### src/hdl/keypad_scan_buzzer_backlight_tick_core_defines.svh
// ----------------------------------------------------------------------------
// Keypad scanner assertion macros
// Shared property wrappers for the keypad scanner core.
// ----------------------------------------------------------------------------
`ifndef KEYPAD_SCAN_BUZZER_BACKLIGHT_TICK_CORE_DEFINES_SVH
`define KEYPAD_SCAN_BUZZER_BACKLIGHT_TICK_CORE_DEFINES_SVH

// Consequent must hold in the same cycle as the antecedent.
`define KPSB_ASSERT_NOW(lbl, ante, cons, msg) \
  lbl: assert property (@(posedge clk_i) disable iff (!rst_ni) (ante) |-> (cons)) \
    else $error(msg);

// Consequent must hold in the cycle after the antecedent.
`define KPSB_ASSERT_NEXT(lbl, ante, cons, msg) \
  lbl: assert property (@(posedge clk_i) disable iff (!rst_ni) (ante) |=> (cons)) \
    else $error(msg);

`endif

### src/hdl/kpsb_pkg.sv
// ----------------------------------------------------------------------------
// Keypad scanner package
// Types, codes and constants shared by the keypad scanner core and its channels.
// ----------------------------------------------------------------------------
package kpsb_pkg;

  localparam int KEY_COUNT            = 17;
  localparam int KEY_BUFFER_DEPTH_DEF = 8;

  // Press counters are kept two keys to a row; the last row holds the scan key.
  localparam int CNT_ROWS   = 9;
  localparam int CNT_ROW_AW = 4;

  localparam int CFG_IDX_W  = 3;
  localparam int CFG_DATA_W = 32;

  typedef enum logic [1:0] {
    FUNC_TICK  = 2'd0,
    FUNC_READ  = 2'd1,
    FUNC_BEEP  = 2'd2,
    FUNC_PURGE = 2'd3
  } func_e;

  typedef enum logic [CFG_IDX_W-1:0] {
    CFG_THRESHOLD   = 3'd0,
    CFG_DEF_BRIGHT  = 3'd1,
    CFG_PWM_PERIOD  = 3'd2,
    CFG_DIM_TIMEOUT = 3'd3,
    CFG_OFF_TIMEOUT = 3'd4
  } cfg_idx_e;

  localparam logic [15:0] CLICK_TICKS   = 16'd20;
  localparam logic [15:0] ERROR_TICKS   = 16'd200;
  localparam logic [15:0] BEEP_BUSY     = 16'd100;
  localparam logic [7:0]  COL_STEP_END  = 8'd16;
  localparam logic [7:0]  SCAN_KEY_STEP = 8'd16;
  localparam logic [7:0]  CHECK_FIRST   = 8'd20;
  localparam logic [7:0]  CHECK_END     = 8'd37;

  localparam logic [7:0]  THRESHOLD_RST   = 8'd10;
  localparam logic [3:0]  DEF_BRIGHT_RST  = 4'd5;
  localparam logic [3:0]  PWM_PERIOD_RST  = 4'd10;
  localparam logic [31:0] DIM_TIMEOUT_RST = 32'd20000;
  localparam logic [31:0] OFF_TIMEOUT_RST = 32'd7200000;

  typedef struct packed {
    func_e       func;
    logic [14:0] beep_ms;
    logic        row_a_pressed;
    logic        row_b_pressed;
    logic        scan_key_pressed;
  } in_item_t;

  typedef struct packed {
    logic [7:0] column_drive;
    logic       buzzer_out;
    logic       backlight_out;
    logic       power_hold;
    logic       key_valid;
    logic [4:0] key_number;
    logic [3:0] keys_waiting;
  } out_item_t;

  // Counter row touched by a tick at the given scan step.
  function automatic logic [CNT_ROW_AW-1:0] cnt_row_of(input logic [7:0] step);
    logic [7:0]            chk;
    logic [CNT_ROW_AW-1:0] row;
    chk = step - CHECK_FIRST;
    if (step < COL_STEP_END) begin
      row = {1'b0, step[3:1]};
    end else if (step == SCAN_KEY_STEP) begin
      row = CNT_ROW_AW'(CNT_ROWS - 1);
    end else begin
      row = chk[4:1];
    end
    return row;
  endfunction

endpackage

### src/hdl/kpsb_ifs.sv
// ----------------------------------------------------------------------------
// Keypad scanner channels
// Valid/ready channels carrying request items in and result items out.
// ----------------------------------------------------------------------------
interface kpsb_in_if;
  logic               valid;
  logic               ready;
  kpsb_pkg::in_item_t item;

  modport source (output valid, output item, input ready);
  modport sink   (input valid, input item, output ready);
endinterface

interface kpsb_out_if;
  logic                valid;
  logic                ready;
  kpsb_pkg::out_item_t item;

  modport source (output valid, output item, input ready);
  modport sink   (input valid, input item, output ready);
endinterface

### src/hdl/keypad_scan_buzzer_backlight_tick_core.sv
// ----------------------------------------------------------------------------
// Keypad scanner core
// Keypad scan with press debounce, key buffer, buzzer, backlight PWM and idle
// timers, one request item per clock while the output is not stalled.
// ----------------------------------------------------------------------------
// An item passes stage one and the output register. Throughput: one item per
// cycle unless the output stalls; the press-counter memory is read when an
// item is accepted and written back as it leaves stage one, with forwarding.
// Reset is asynchronous: all control state, timers and pins clear at once, and
// the counter rows read as zero through per-row valid bits, so no clearing pass.
`include "keypad_scan_buzzer_backlight_tick_core_defines.svh"

module keypad_scan_buzzer_backlight_tick_core #(
  parameter int KEY_BUFFER_DEPTH = kpsb_pkg::KEY_BUFFER_DEPTH_DEF
) (
  input  logic                            clk_i,
  input  logic                            rst_ni,
  input  logic                            cfg_we_i,
  input  logic [kpsb_pkg::CFG_IDX_W-1:0]  cfg_idx_i,
  input  logic [kpsb_pkg::CFG_DATA_W-1:0] cfg_data_i,
  kpsb_in_if.sink                         in_i,
  kpsb_out_if.source                      out_o
);

  import kpsb_pkg::*;

  // Key buffer address and index widths. The indices must be able to hold
  // the depth itself, since a full buffer has its write index at the depth.
  localparam int KB_AW = (KEY_BUFFER_DEPTH > 1) ? $clog2(KEY_BUFFER_DEPTH) : 1;
  localparam int KB_CW = $clog2(KEY_BUFFER_DEPTH + 1);

  // --------------------------------------------------------------------------
  // Configuration registers. Writes must only arrive while the core is idle; the block itself does not enforce this.
  // --------------------------------------------------------------------------
  logic [7:0]  thr_q;
  logic [3:0]  def_bright_q;
  logic [3:0]  period_q;
  logic [31:0] dim_q;
  logic [31:0] off_q;

  always_ff @(posedge clk_i or negedge rst_ni) begin
    if (!rst_ni) begin
      thr_q        <= THRESHOLD_RST;
      def_bright_q <= DEF_BRIGHT_RST;
      period_q     <= PWM_PERIOD_RST;
      dim_q        <= DIM_TIMEOUT_RST;
      off_q        <= OFF_TIMEOUT_RST;
    end else if (cfg_we_i) begin
      unique case (cfg_idx_e'(cfg_idx_i))
        CFG_THRESHOLD:   thr_q        <= cfg_data_i[7:0];
        CFG_DEF_BRIGHT:  def_bright_q <= cfg_data_i[3:0];
        CFG_PWM_PERIOD:  period_q     <= cfg_data_i[3:0];
        CFG_DIM_TIMEOUT: dim_q        <= cfg_data_i;
        CFG_OFF_TIMEOUT: off_q        <= cfg_data_i;
        default: ;
      endcase
    end
  end

  // --------------------------------------------------------------------------
  // Handshake. Stage one holds the item whose memory reads are in flight; the
  // output register holds the finished result. Stage one may fill while the
  // output register waits, so the input side keeps moving through one stall.
  // --------------------------------------------------------------------------
  logic      s1_valid_q;
  in_item_t  s1_item_q;
  logic [7:0] s1_step_q;
  logic      out_valid_q;
  out_item_t out_item_q;

  logic out_advance;
  logic s1_fire;
  logic in_fire;

  assign out_advance = !out_valid_q || out_o.ready;
  assign s1_fire     = s1_valid_q && out_advance;
  assign in_i.ready  = !s1_valid_q || out_advance;
  assign in_fire     = in_i.valid && in_i.ready;

  assign out_o.valid = out_valid_q;
  assign out_o.item  = out_item_q;

  // The scan step only depends on the number of ticks seen, so it advances at
  // acceptance; that lets it address the counter memory ahead of stage one.
  logic [7:0] step_q;

  always_ff @(posedge clk_i or negedge rst_ni) begin
    if (!rst_ni) begin
      step_q      <= '0;
      s1_valid_q  <= 1'b0;
      out_valid_q <= 1'b0;
    end else begin
      if (in_fire && in_i.item.func == FUNC_TICK) begin
        step_q <= step_q + 8'd1;
      end
      if (in_i.ready) begin
        s1_valid_q <= in_i.valid;
      end
      if (out_advance) begin
        out_valid_q <= s1_valid_q;
      end
    end
  end

  always_ff @(posedge clk_i) begin
    if (in_fire) begin
      s1_item_q <= in_i.item;
      s1_step_q <= step_q;
    end
  end

  // --------------------------------------------------------------------------
  // Press counter memory: one row per column pair, two 8-bit counts per row
  // (low byte even key, high byte odd key), the scan key alone in the last row.
  // A row that was never written since reset reads as zero.
  // --------------------------------------------------------------------------
  logic [15:0]           cnt_mem [CNT_ROWS];
  logic [15:0]           cnt_rdata_q;
  logic [CNT_ROWS-1:0]   row_vld_q;
  logic [CNT_ROW_AW-1:0] cnt_raddr;
  logic [CNT_ROW_AW-1:0] cnt_waddr;
  logic                  cnt_we;
  logic [15:0]           cnt_wdata;
  logic                  cnt_fwd_hit_q;
  logic [15:0]           cnt_fwd_data_q;

  assign cnt_raddr = cnt_row_of(step_q);
  assign cnt_waddr = cnt_row_of(s1_step_q);

  always_ff @(posedge clk_i) begin
    if (in_fire) begin
      cnt_rdata_q <= cnt_mem[cnt_raddr];
    end
    if (cnt_we) begin
      cnt_mem[cnt_waddr] <= cnt_wdata;
    end
  end

  // Key buffer memory. Its contents are undefined until written; the indices
  // guarantee that only written entries are ever returned.
  logic [4:0]       ks_mem [KEY_BUFFER_DEPTH];
  logic [4:0]       ks_rdata_q;
  logic [KB_AW-1:0] ks_raddr;
  logic [KB_AW-1:0] ks_waddr;
  logic             ks_we;
  logic [4:0]       ks_wdata;
  logic             ks_fwd_hit_q;
  logic [4:0]       ks_fwd_data_q;

  logic [KB_CW-1:0] wr_idx_q, wr_idx_d;
  logic [KB_CW-1:0] rd_idx_q, rd_idx_d;

  // The read index is taken after the item leaving stage one has updated it.
  assign ks_raddr = rd_idx_d[KB_AW-1:0];
  assign ks_waddr = wr_idx_q[KB_AW-1:0];

  always_ff @(posedge clk_i) begin
    if (in_fire) begin
      ks_rdata_q <= ks_mem[ks_raddr];
    end
    if (ks_we) begin
      ks_mem[ks_waddr] <= ks_wdata;
    end
  end

  // When the item leaving stage one writes the very entry that the arriving
  // item reads in the same edge, the memory returns the old data, so the new
  // data is kept aside and used in place of the read.
  always_ff @(posedge clk_i or negedge rst_ni) begin
    if (!rst_ni) begin
      row_vld_q     <= '0;
      cnt_fwd_hit_q <= 1'b0;
      ks_fwd_hit_q  <= 1'b0;
    end else begin
      if (cnt_we) begin
        row_vld_q[cnt_waddr] <= 1'b1;
      end
      if (in_fire) begin
        cnt_fwd_hit_q <= cnt_we && (cnt_waddr == cnt_raddr);
        ks_fwd_hit_q  <= ks_we && (ks_waddr == ks_raddr);
      end
    end
  end

  always_ff @(posedge clk_i) begin
    if (in_fire) begin
      cnt_fwd_data_q <= cnt_wdata;
      ks_fwd_data_q  <= ks_wdata;
    end
  end

  // --------------------------------------------------------------------------
  // Timers, pins and buffer indices, updated as an item leaves stage one.
  // --------------------------------------------------------------------------
  logic [15:0] buzz_q, buzz_d;
  logic [3:0]  pwm_q, pwm_d;
  logic [3:0]  bright_q, bright_d;
  logic [31:0] idle_q, idle_d;
  logic [7:0]  col_q, col_d;
  logic        buzz_pin_q, buzz_pin_d;
  logic        light_q, light_d;
  logic        hold_q, hold_d;

  logic [15:0] row_old;
  logic [15:0] buzz_t;
  logic [4:0]  pwm_c;
  logic [31:0] idle_t;
  logic [3:0]  bright_t;
  logic [4:0]  chk_key;
  logic [7:0]  chk_cnt;
  logic        key_valid;
  logic [4:0]  key_num;
  logic [KB_CW-1:0] waiting;

  assign row_old = cnt_fwd_hit_q ? cnt_fwd_data_q
                 : (row_vld_q[cnt_waddr] ? cnt_rdata_q : 16'd0);

  always_comb begin
    buzz_d     = buzz_q;
    pwm_d      = pwm_q;
    bright_d   = bright_q;
    idle_d     = idle_q;
    col_d      = col_q;
    buzz_pin_d = buzz_pin_q;
    light_d    = light_q;
    hold_d     = hold_q;
    wr_idx_d   = wr_idx_q;
    rd_idx_d   = rd_idx_q;
    cnt_we     = 1'b0;
    cnt_wdata  = row_old;
    ks_we      = 1'b0;
    buzz_t     = buzz_q;
    pwm_c      = {1'b0, pwm_q};
    idle_t     = idle_q;
    bright_t   = bright_q;
    chk_key    = 5'(s1_step_q - CHECK_FIRST);
    chk_cnt    = chk_key[0] ? row_old[15:8] : row_old[7:0];
    ks_wdata   = chk_key;
    key_valid  = 1'b0;
    key_num    = 5'd0;

    if (s1_fire) begin
      case (s1_item_q.func)
        FUNC_TICK: begin
          // Buzzer countdown; the pin shows its parity.
          if (buzz_q != 16'd0) begin
            buzz_t = buzz_q - 16'd1;
          end
          buzz_pin_d = buzz_t[0];

          // Backlight PWM against the brightness in force before this tick.
          pwm_c = {1'b0, pwm_q} + 5'd1;
          if (pwm_c > {1'b0, period_q}) begin
            pwm_c = 5'd0;
          end
          pwm_d   = pwm_c[3:0];
          light_d = (pwm_c[3:0] < bright_q);

          // Column steps drive one line low and count both rows.
          if (s1_step_q < COL_STEP_END && !s1_step_q[0]) begin
            col_d     = ~(8'd1 << s1_step_q[3:1]);
            cnt_we    = 1'b1;
            cnt_wdata = {s1_item_q.row_b_pressed ? row_old[15:8] + 8'd1 : 8'd0,
                         s1_item_q.row_a_pressed ? row_old[7:0] + 8'd1 : 8'd0};
          end

          if (s1_step_q == SCAN_KEY_STEP) begin
            cnt_we         = 1'b1;
            cnt_wdata[7:0] = s1_item_q.scan_key_pressed ? row_old[7:0] + 8'd1 : 8'd0;
          end

          // Check steps look at one key each and push it when held long enough.
          if (s1_step_q >= CHECK_FIRST && s1_step_q < CHECK_END) begin
            if (chk_cnt > thr_q) begin
              buzz_t = CLICK_TICKS;
              if (wr_idx_q < KB_CW'(KEY_BUFFER_DEPTH)) begin
                ks_we    = 1'b1;
                wr_idx_d = wr_idx_q + KB_CW'(1);
              end else begin
                // Buffer full: the key is dropped with a long error beep.
                buzz_t = ERROR_TICKS;
              end
              cnt_we = 1'b1;
              if (chk_key[0]) begin
                cnt_wdata[15:8] = 8'd0;
              end else begin
                cnt_wdata[7:0] = 8'd0;
              end
              idle_t   = 32'd0;
              bright_t = def_bright_q;
            end
          end

          // Idle counter saturates; it sets the dim and power-off points.
          if (idle_t != '1) begin
            idle_t = idle_t + 32'd1;
          end
          if (idle_t > dim_q) begin
            bright_t = 4'd0;
          end
          if (idle_t > off_q) begin
            hold_d = 1'b0;
          end

          buzz_d   = buzz_t;
          idle_d   = idle_t;
          bright_d = bright_t;
        end

        FUNC_READ: begin
          if (wr_idx_q > rd_idx_q) begin
            key_valid = 1'b1;
            key_num   = ks_fwd_hit_q ? ks_fwd_data_q : ks_rdata_q;
            rd_idx_d  = rd_idx_q + KB_CW'(1);
            // Draining the buffer rewinds both indices.
            if (rd_idx_d == wr_idx_q) begin
              rd_idx_d = '0;
              wr_idx_d = '0;
            end
          end
        end

        FUNC_BEEP: begin
          // A request is ignored while a long beep is still running.
          if (buzz_q < BEEP_BUSY) begin
            buzz_d = {s1_item_q.beep_ms, 1'b0};
          end
        end

        FUNC_PURGE: begin
          wr_idx_d = '0;
          rd_idx_d = '0;
        end

        default: ;
      endcase
    end
  end

  assign waiting = wr_idx_d - rd_idx_d;

  always_ff @(posedge clk_i or negedge rst_ni) begin
    if (!rst_ni) begin
      buzz_q     <= '0;
      pwm_q      <= '0;
      bright_q   <= DEF_BRIGHT_RST;
      idle_q     <= '0;
      col_q      <= '1;
      buzz_pin_q <= 1'b0;
      light_q    <= 1'b0;
      hold_q     <= 1'b1;
      wr_idx_q   <= '0;
      rd_idx_q   <= '0;
    end else begin
      buzz_q     <= buzz_d;
      pwm_q      <= pwm_d;
      bright_q   <= bright_d;
      idle_q     <= idle_d;
      col_q      <= col_d;
      buzz_pin_q <= buzz_pin_d;
      light_q    <= light_d;
      hold_q     <= hold_d;
      wr_idx_q   <= wr_idx_d;
      rd_idx_q   <= rd_idx_d;
    end
  end

  // Result register; pins on non-tick items repeat the last tick's values.
  always_ff @(posedge clk_i) begin
    if (s1_fire) begin
      out_item_q.column_drive  <= col_d;
      out_item_q.buzzer_out    <= buzz_pin_d;
      out_item_q.backlight_out <= light_d;
      out_item_q.power_hold    <= hold_d;
      out_item_q.key_valid     <= key_valid;
      out_item_q.key_number    <= key_num;
      out_item_q.keys_waiting  <= 4'(waiting);
    end
  end

  // --------------------------------------------------------------------------
  // Assertions
  // --------------------------------------------------------------------------
  `KPSB_ASSERT_NOW(a_buf_order, 1'b1, (rd_idx_q <= wr_idx_q) && (wr_idx_q <= KB_CW'(KEY_BUFFER_DEPTH)), "key buffer indices out of order")
  `KPSB_ASSERT_NEXT(a_hold_sticky, !hold_q, !hold_q, "power hold rose again after falling")
  `KPSB_ASSERT_NOW(a_no_write_stalled, out_valid_q && !out_o.ready, !cnt_we && !ks_we, "memory written while the result is stalled")
  `KPSB_ASSERT_NOW(a_key_range, out_valid_q && out_item_q.key_valid, out_item_q.key_number < 5'(KEY_COUNT), "returned key index out of range")

endmodule
### src/flat_wrapper.sv
// flat-port wrapper written by rule: the top's interface ports become plain ports
module keypad_scan_buzzer_backlight_tick_core_flat import kpsb_pkg::*;
#(
  parameter int KEY_BUFFER_DEPTH = kpsb_pkg::KEY_BUFFER_DEPTH_DEF
)
  (clk_i, rst_ni, cfg_we_i, cfg_idx_i, cfg_data_i, in_i_valid, in_i_item, in_i_ready, out_o_valid, out_o_item, out_o_ready);
  kpsb_in_if in_i_i ();
  kpsb_out_if out_o_i ();
  input  logic clk_i;
  input  logic rst_ni;
  input  logic cfg_we_i;
  input  logic [kpsb_pkg::CFG_IDX_W-1:0] cfg_idx_i;
  input  logic [kpsb_pkg::CFG_DATA_W-1:0] cfg_data_i;
  input wire logic [$bits(in_i_i.valid)-1:0] in_i_valid;
  input wire logic [$bits(in_i_i.item)-1:0] in_i_item;
  output wire logic [$bits(in_i_i.ready)-1:0] in_i_ready;
  output wire logic [$bits(out_o_i.valid)-1:0] out_o_valid;
  output wire logic [$bits(out_o_i.item)-1:0] out_o_item;
  input wire logic [$bits(out_o_i.ready)-1:0] out_o_ready;
  assign in_i_i.valid = in_i_valid;
  assign in_i_i.item = in_i_item;
  assign in_i_ready = in_i_i.ready;
  assign out_o_valid = out_o_i.valid;
  assign out_o_item = out_o_i.item;
  assign out_o_i.ready = out_o_ready;
  keypad_scan_buzzer_backlight_tick_core #(.KEY_BUFFER_DEPTH(KEY_BUFFER_DEPTH)) u_core (.clk_i(clk_i), .rst_ni(rst_ni), .cfg_we_i(cfg_we_i), .cfg_idx_i(cfg_idx_i), .cfg_data_i(cfg_data_i), .in_i(in_i_i), .out_o(out_o_i));
endmodule
### config.mk
export PLATFORM = sky130hd
export DESIGN_NAME = keypad_scan_buzzer_backlight_tick_core_flat
export DESIGN_NICKNAME = d
export VERILOG_FILES = /design/src/hdl/kpsb_pkg.sv /design/src/hdl/kpsb_ifs.sv /design/src/hdl/keypad_scan_buzzer_backlight_tick_core.sv /design/src/flat_wrapper.sv
export VERILOG_INCLUDE_DIRS = /design/src /design/src/hdl
export SDC_FILE = /design/constraint.sdc
export NUM_CORES = 1
export LEC_CHECK = 0
export BUFFER_PORTS_ARGS = -buffer_cell sky130_fd_sc_hd__buf_2
export CAP_MARGIN = 5
export CORE_AREA = 2 2 204 206
export CTS_CLUSTER_DIAMETER = 40
export DETAILED_ROUTE_END_ITERATION = 12
export DIE_AREA = 0 0 206 208
export PLACE_DENSITY = 0.75
export SKIP_CTS_REPAIR_TIMING = 1
export SLEW_MARGIN = 20
export SYNTH_ARGS = -nofsm -noshare
export SYNTH_HDL_FRONTEND = slang
export SYNTH_SLANG_ARGS = --single-unit
### constraint.sdc
create_clock -name clk_i -period 7.5 [get_ports clk_i]
set_input_delay 0.375 -clock clk_i [delete_from_list [all_inputs] [get_ports clk_i]]
set_output_delay 0.375 -clock clk_i [all_outputs]
set_load 0.005 [all_outputs]
==> impl_metrics.yaml <==
clocking:
  clockBufferDepth: 3
  clk_pin_slew_worst_paths_ps: 50
  cts_tree: "yes"
  clk_latency_ps: 600
  htreeDepth: 3
  cts_sinks: 451
  cts_root_buf: "clkbuf_16"
  cts_buffers: 68
critical_path:
  critPathRequiredTime_ps: 7930
  crit_arrival_ps: 7610
  reg2reg_to: "u_core.out_o.item[10]"
  r2r-start: "u_core.s1_step_q[2]"
  endpoint_kind: "register"
  startpoint_type: "register"
  path_class: "register to register"
  slowest_stage: "or4b_4"
  cpPeakStageDelay_ps: 560
  crit_fanout: 7
  reg2reg_setup_slack_ps: 320
  rr_worst_depth: 31
synthesis:
  synth_top_area_share_pct: 37.3
  synth_area_leaders: "edfxtp_1 (37%), dfrtp_1 (16%), ha_1 (5.7%)"
  synth_cell_types: 80
  synth_area_per_cell_um2: 11.0
  synth_area_um2: 22100
  synth_nets: 2171
  yosysWarnings: 0
  synthCells: 2009
  async_flop_share_pct: 39.0
  synth-main-ff-cell: "edfxtp_1"
  ys_seq_area_share_pct: 57.4
  ys_ff_latch: 451
  synth-edff-count: 275
  synth_area_leader_cell: "edfxtp_1"
cells_and_area:
  final_layout_size_suffix_gt1_share_pct: 19.6
  syn_to_final_growth_pct: 18.4
  fin_util_pct: 64.6
  antenna_cells: 0
  multi_input_comb_area_um2: 8930
  n_fill_cell: 3040
  final_common_cell: "nand2_1"
  fin_nets: 2325
  final_cell_mix: "nand2_1 (284), edfxtp_1 (275), o21ai_0 (197)"
  post_layout_nonfiller_instances: 2751
  final-seq-area_um2: 12700
placement:
  post-place-cells: 2592
  io_buffers: 82
  globalplace.congestion: 0.910
  place.detailed.hpwl_um: 34100
die:
  ios: 83
  row_count: 74
  initial_core_util_pct: 54.5
  fp.dieH_um: 208
  die_w_um: 206
  die_area_um2: 42800
  core_area_um2: 40600
timing:
  finalSetupViolCount: 0
  fin_setup_tns_ps: 0
  slew_headroom_pct: 31.4
  clock.fmax_mhz: 139
  hold_viol_final: 0
  period_share_pct: 95.8
  maxSlewViolCount: 0
  tightest_slew_ps: 1020
  skew_ps: 24.8
  fin_crit_ps: 7180
route:
  drt_first_pass_iters: 5
  postRouteAntennaNets: 0
  routedWlPerCell_um: 19.2
  detail_route.vias_per_cell: 5.88
  drcViolationCount: 0
  vias: 16200
  drt_iter0_drc: 1402
  wirelength_um: 52900
power_and_ir_drop:
  power.density_nw_per_um2: 337
  p_seq_share_pct: 38.2
  internal_power_mw: 6.00
  p_leak_nw: 10.6
  power_mw: 8.82
  vdd_drop_max_mv: 0.216
  p_clk_share_pct: 35.7
  power.switching_mw: 2.82
  p_comb_share_pct: 26.0
  switching_share_pct: 32.0
global_routing:
  gr-total-overflow: 0
  grt_max_degree: 69
  grt_pass1_wl_um: 84000
  grt_usage_pct: 24.7
  grt_pass1_vias: 16100
  antenna_found_initial: 1
hold_path:
  hold_path_depth: 3
  min-delay-start: "cfg_data_i[24]"
  hold_end: "u_core.off_q[24]"
  hp-class: "primary input to register"
run_status:
  status: "finished clean"
flow_run:
  drv_cap: 0
Yosys cell counts (6+ instances only):
| cell | instances |
|---|---|
| nand3b_1 | 6 |
| o221ai_1 | 16 |
| xor2_1 | 26 |
| ha_1 | 101 |
| buf_1 | 9 |
| a21oi_1 | 69 |
| nand2b_1 | 16 |
| nand4_1 | 27 |
| or2_2 | 11 |
| or3_1 | 10 |
| buf_2 | 8 |
| o21ai_0 | 205 |
| inv_1 | 115 |
| a31oi_1 | 20 |
| xnor2_1 | 32 |
| clkbuf_1 | 71 |
| nor2b_1 | 13 |
| nor2_1 | 123 |
| nand2_1 | 286 |
| a22oi_1 | 11 |
| o22ai_1 | 25 |
| a21o_1 | 23 |
| nor3b_1 | 8 |
| mux2i_1 | 40 |
| and2_1 | 8 |
| mux2_2 | 47 |
| and3_1 | 15 |
| dfrtp_1 | 143 |
| dfstp_2 | 33 |
| o21a_1 | 12 |
| a211oi_1 | 6 |
| nor4_1 | 19 |
| o31ai_1 | 19 |
| nor3_1 | 28 |
| nand3_1 | 42 |
| and4_1 | 8 |
| edfxtp_1 | 275 |
power by group through the flow:
stage               Sequential (mW)  Combinational, mW  Clock [mW]
floorplan                      3.34               1.57           0
global placement               3.40               2.12           0
detailed placement             3.41               2.22           0
CTS                            3.37               2.25        3.20
global route                   3.40               2.57        3.31
finish                         3.37               2.29        3.15
area by class of cell:
type                    count  share of cell area (%)
multi-input cells        1353                    34.1
flip-flops and latches    451                    48.5
clock inverters            49                    1.90
well taps                 532                    2.54
inverters                 115                    1.65
clock buffers              77                    6.91
repair buffers            174                    4.43
worst max-delay path by stage:
stage / slack, ps / endpoint / start
final: 320 / u_core.out_o.item[10] / u_core.s1_step_q[2]
after global routing: -50 / u_core.bright_q[3] / u_core.s1_step_q[3]
after CTS: -60 / u_core.bright_q[3] / u_core.s1_step_q[2]
after detailed placement: -10 / u_core.bright_q[1] / u_core.s1_step_q[2]
after global placement: 210 / u_core.out_o.item[10] / u_core.s1_step_q[2]
after floorplan: 5 / u_core.bright_q[1] / u_core.s1_step_q[2]
metal layers:
| metal | vias to the layer above | GRT usage [%] | wire, µm |
|---|---|---|---|
| li1 | 7633 | - | - |
| met4 | 0 | 8.67 | 1490 |
| met2 | 518 | 41.0 | 26200 |
| met3 | 116 | 4.34 | 2620 |
| met5 | - | 0 | 0 |
| met1 | 7913 | 32.6 | 22600 |
metrics by stage:
stage	setup slack, ps	hold WS, ps	instance area (µm²)
6_report	319	2.02	26200
5_1_grt	-54.0	3.94	26200
4_1_cts	-59.6	-253	25700
3_5_place_dp	-10.2	383	23400
3_3_place_gp	210	375	23400
2_1_floorplan	5.32	79.4	22200
cell families (layout without fill, tap and decap cells):
logic type	Yosys count	count (layout)	share of synthesized area, %
AO/OA/AOI/OAI	476	477	13.5
adder cells (fa/ha/maj)	102	102	5.80
buffers and inverters	206	415	3.64
flip-flops	451	451	57.4
multiplexers	87	87	4.20
AND/OR/NAND/NOR	629	629	13.1
XOR/XNOR	58	58	2.30
registers in the layout, indices dropped and copies added (netlist names), 4 cells and up:
name                   cells
u_core.cnt_mem           144
u_core.ks_mem             40
u_core.dim_q              32
u_core.idle_q             32
u_core.off_q              32
u_core.out_o.item         21
u_core.s1_item_q          20
u_core.buzz_q             16
u_core.cnt_fwd_data_q     16
u_core.cnt_rdata_q        16
u_core.row_vld_q           9
u_core.col_q               8
u_core.s1_step_q           8
u_core.step_q              8
u_core.thr_q               8
u_core.ks_fwd_data_q       5
u_core.ks_rdata_q          5
u_core.bright_q            4
u_core.def_bright_q        4
u_core.period_q            4
u_core.pwm_q               4
u_core.rd_idx_q            4
u_core.wr_idx_q            4
worst max-delay path: cells and delay by family, from the launching register on:
| family | cells | cell delay [ps] |
|---|---|---|
| muxes | 1 | 380 |
| buffers and inverters | 2 | 220 |
| and+or+nand+nor | 8 | 1770 |
| AOI/OAI and AO/OA | 16 | 3340 |
| adders and majority gates | 4 | 920 |
| DFF | 1 | 400 |
No activity file was read; power rests on OpenSTA's default activity.
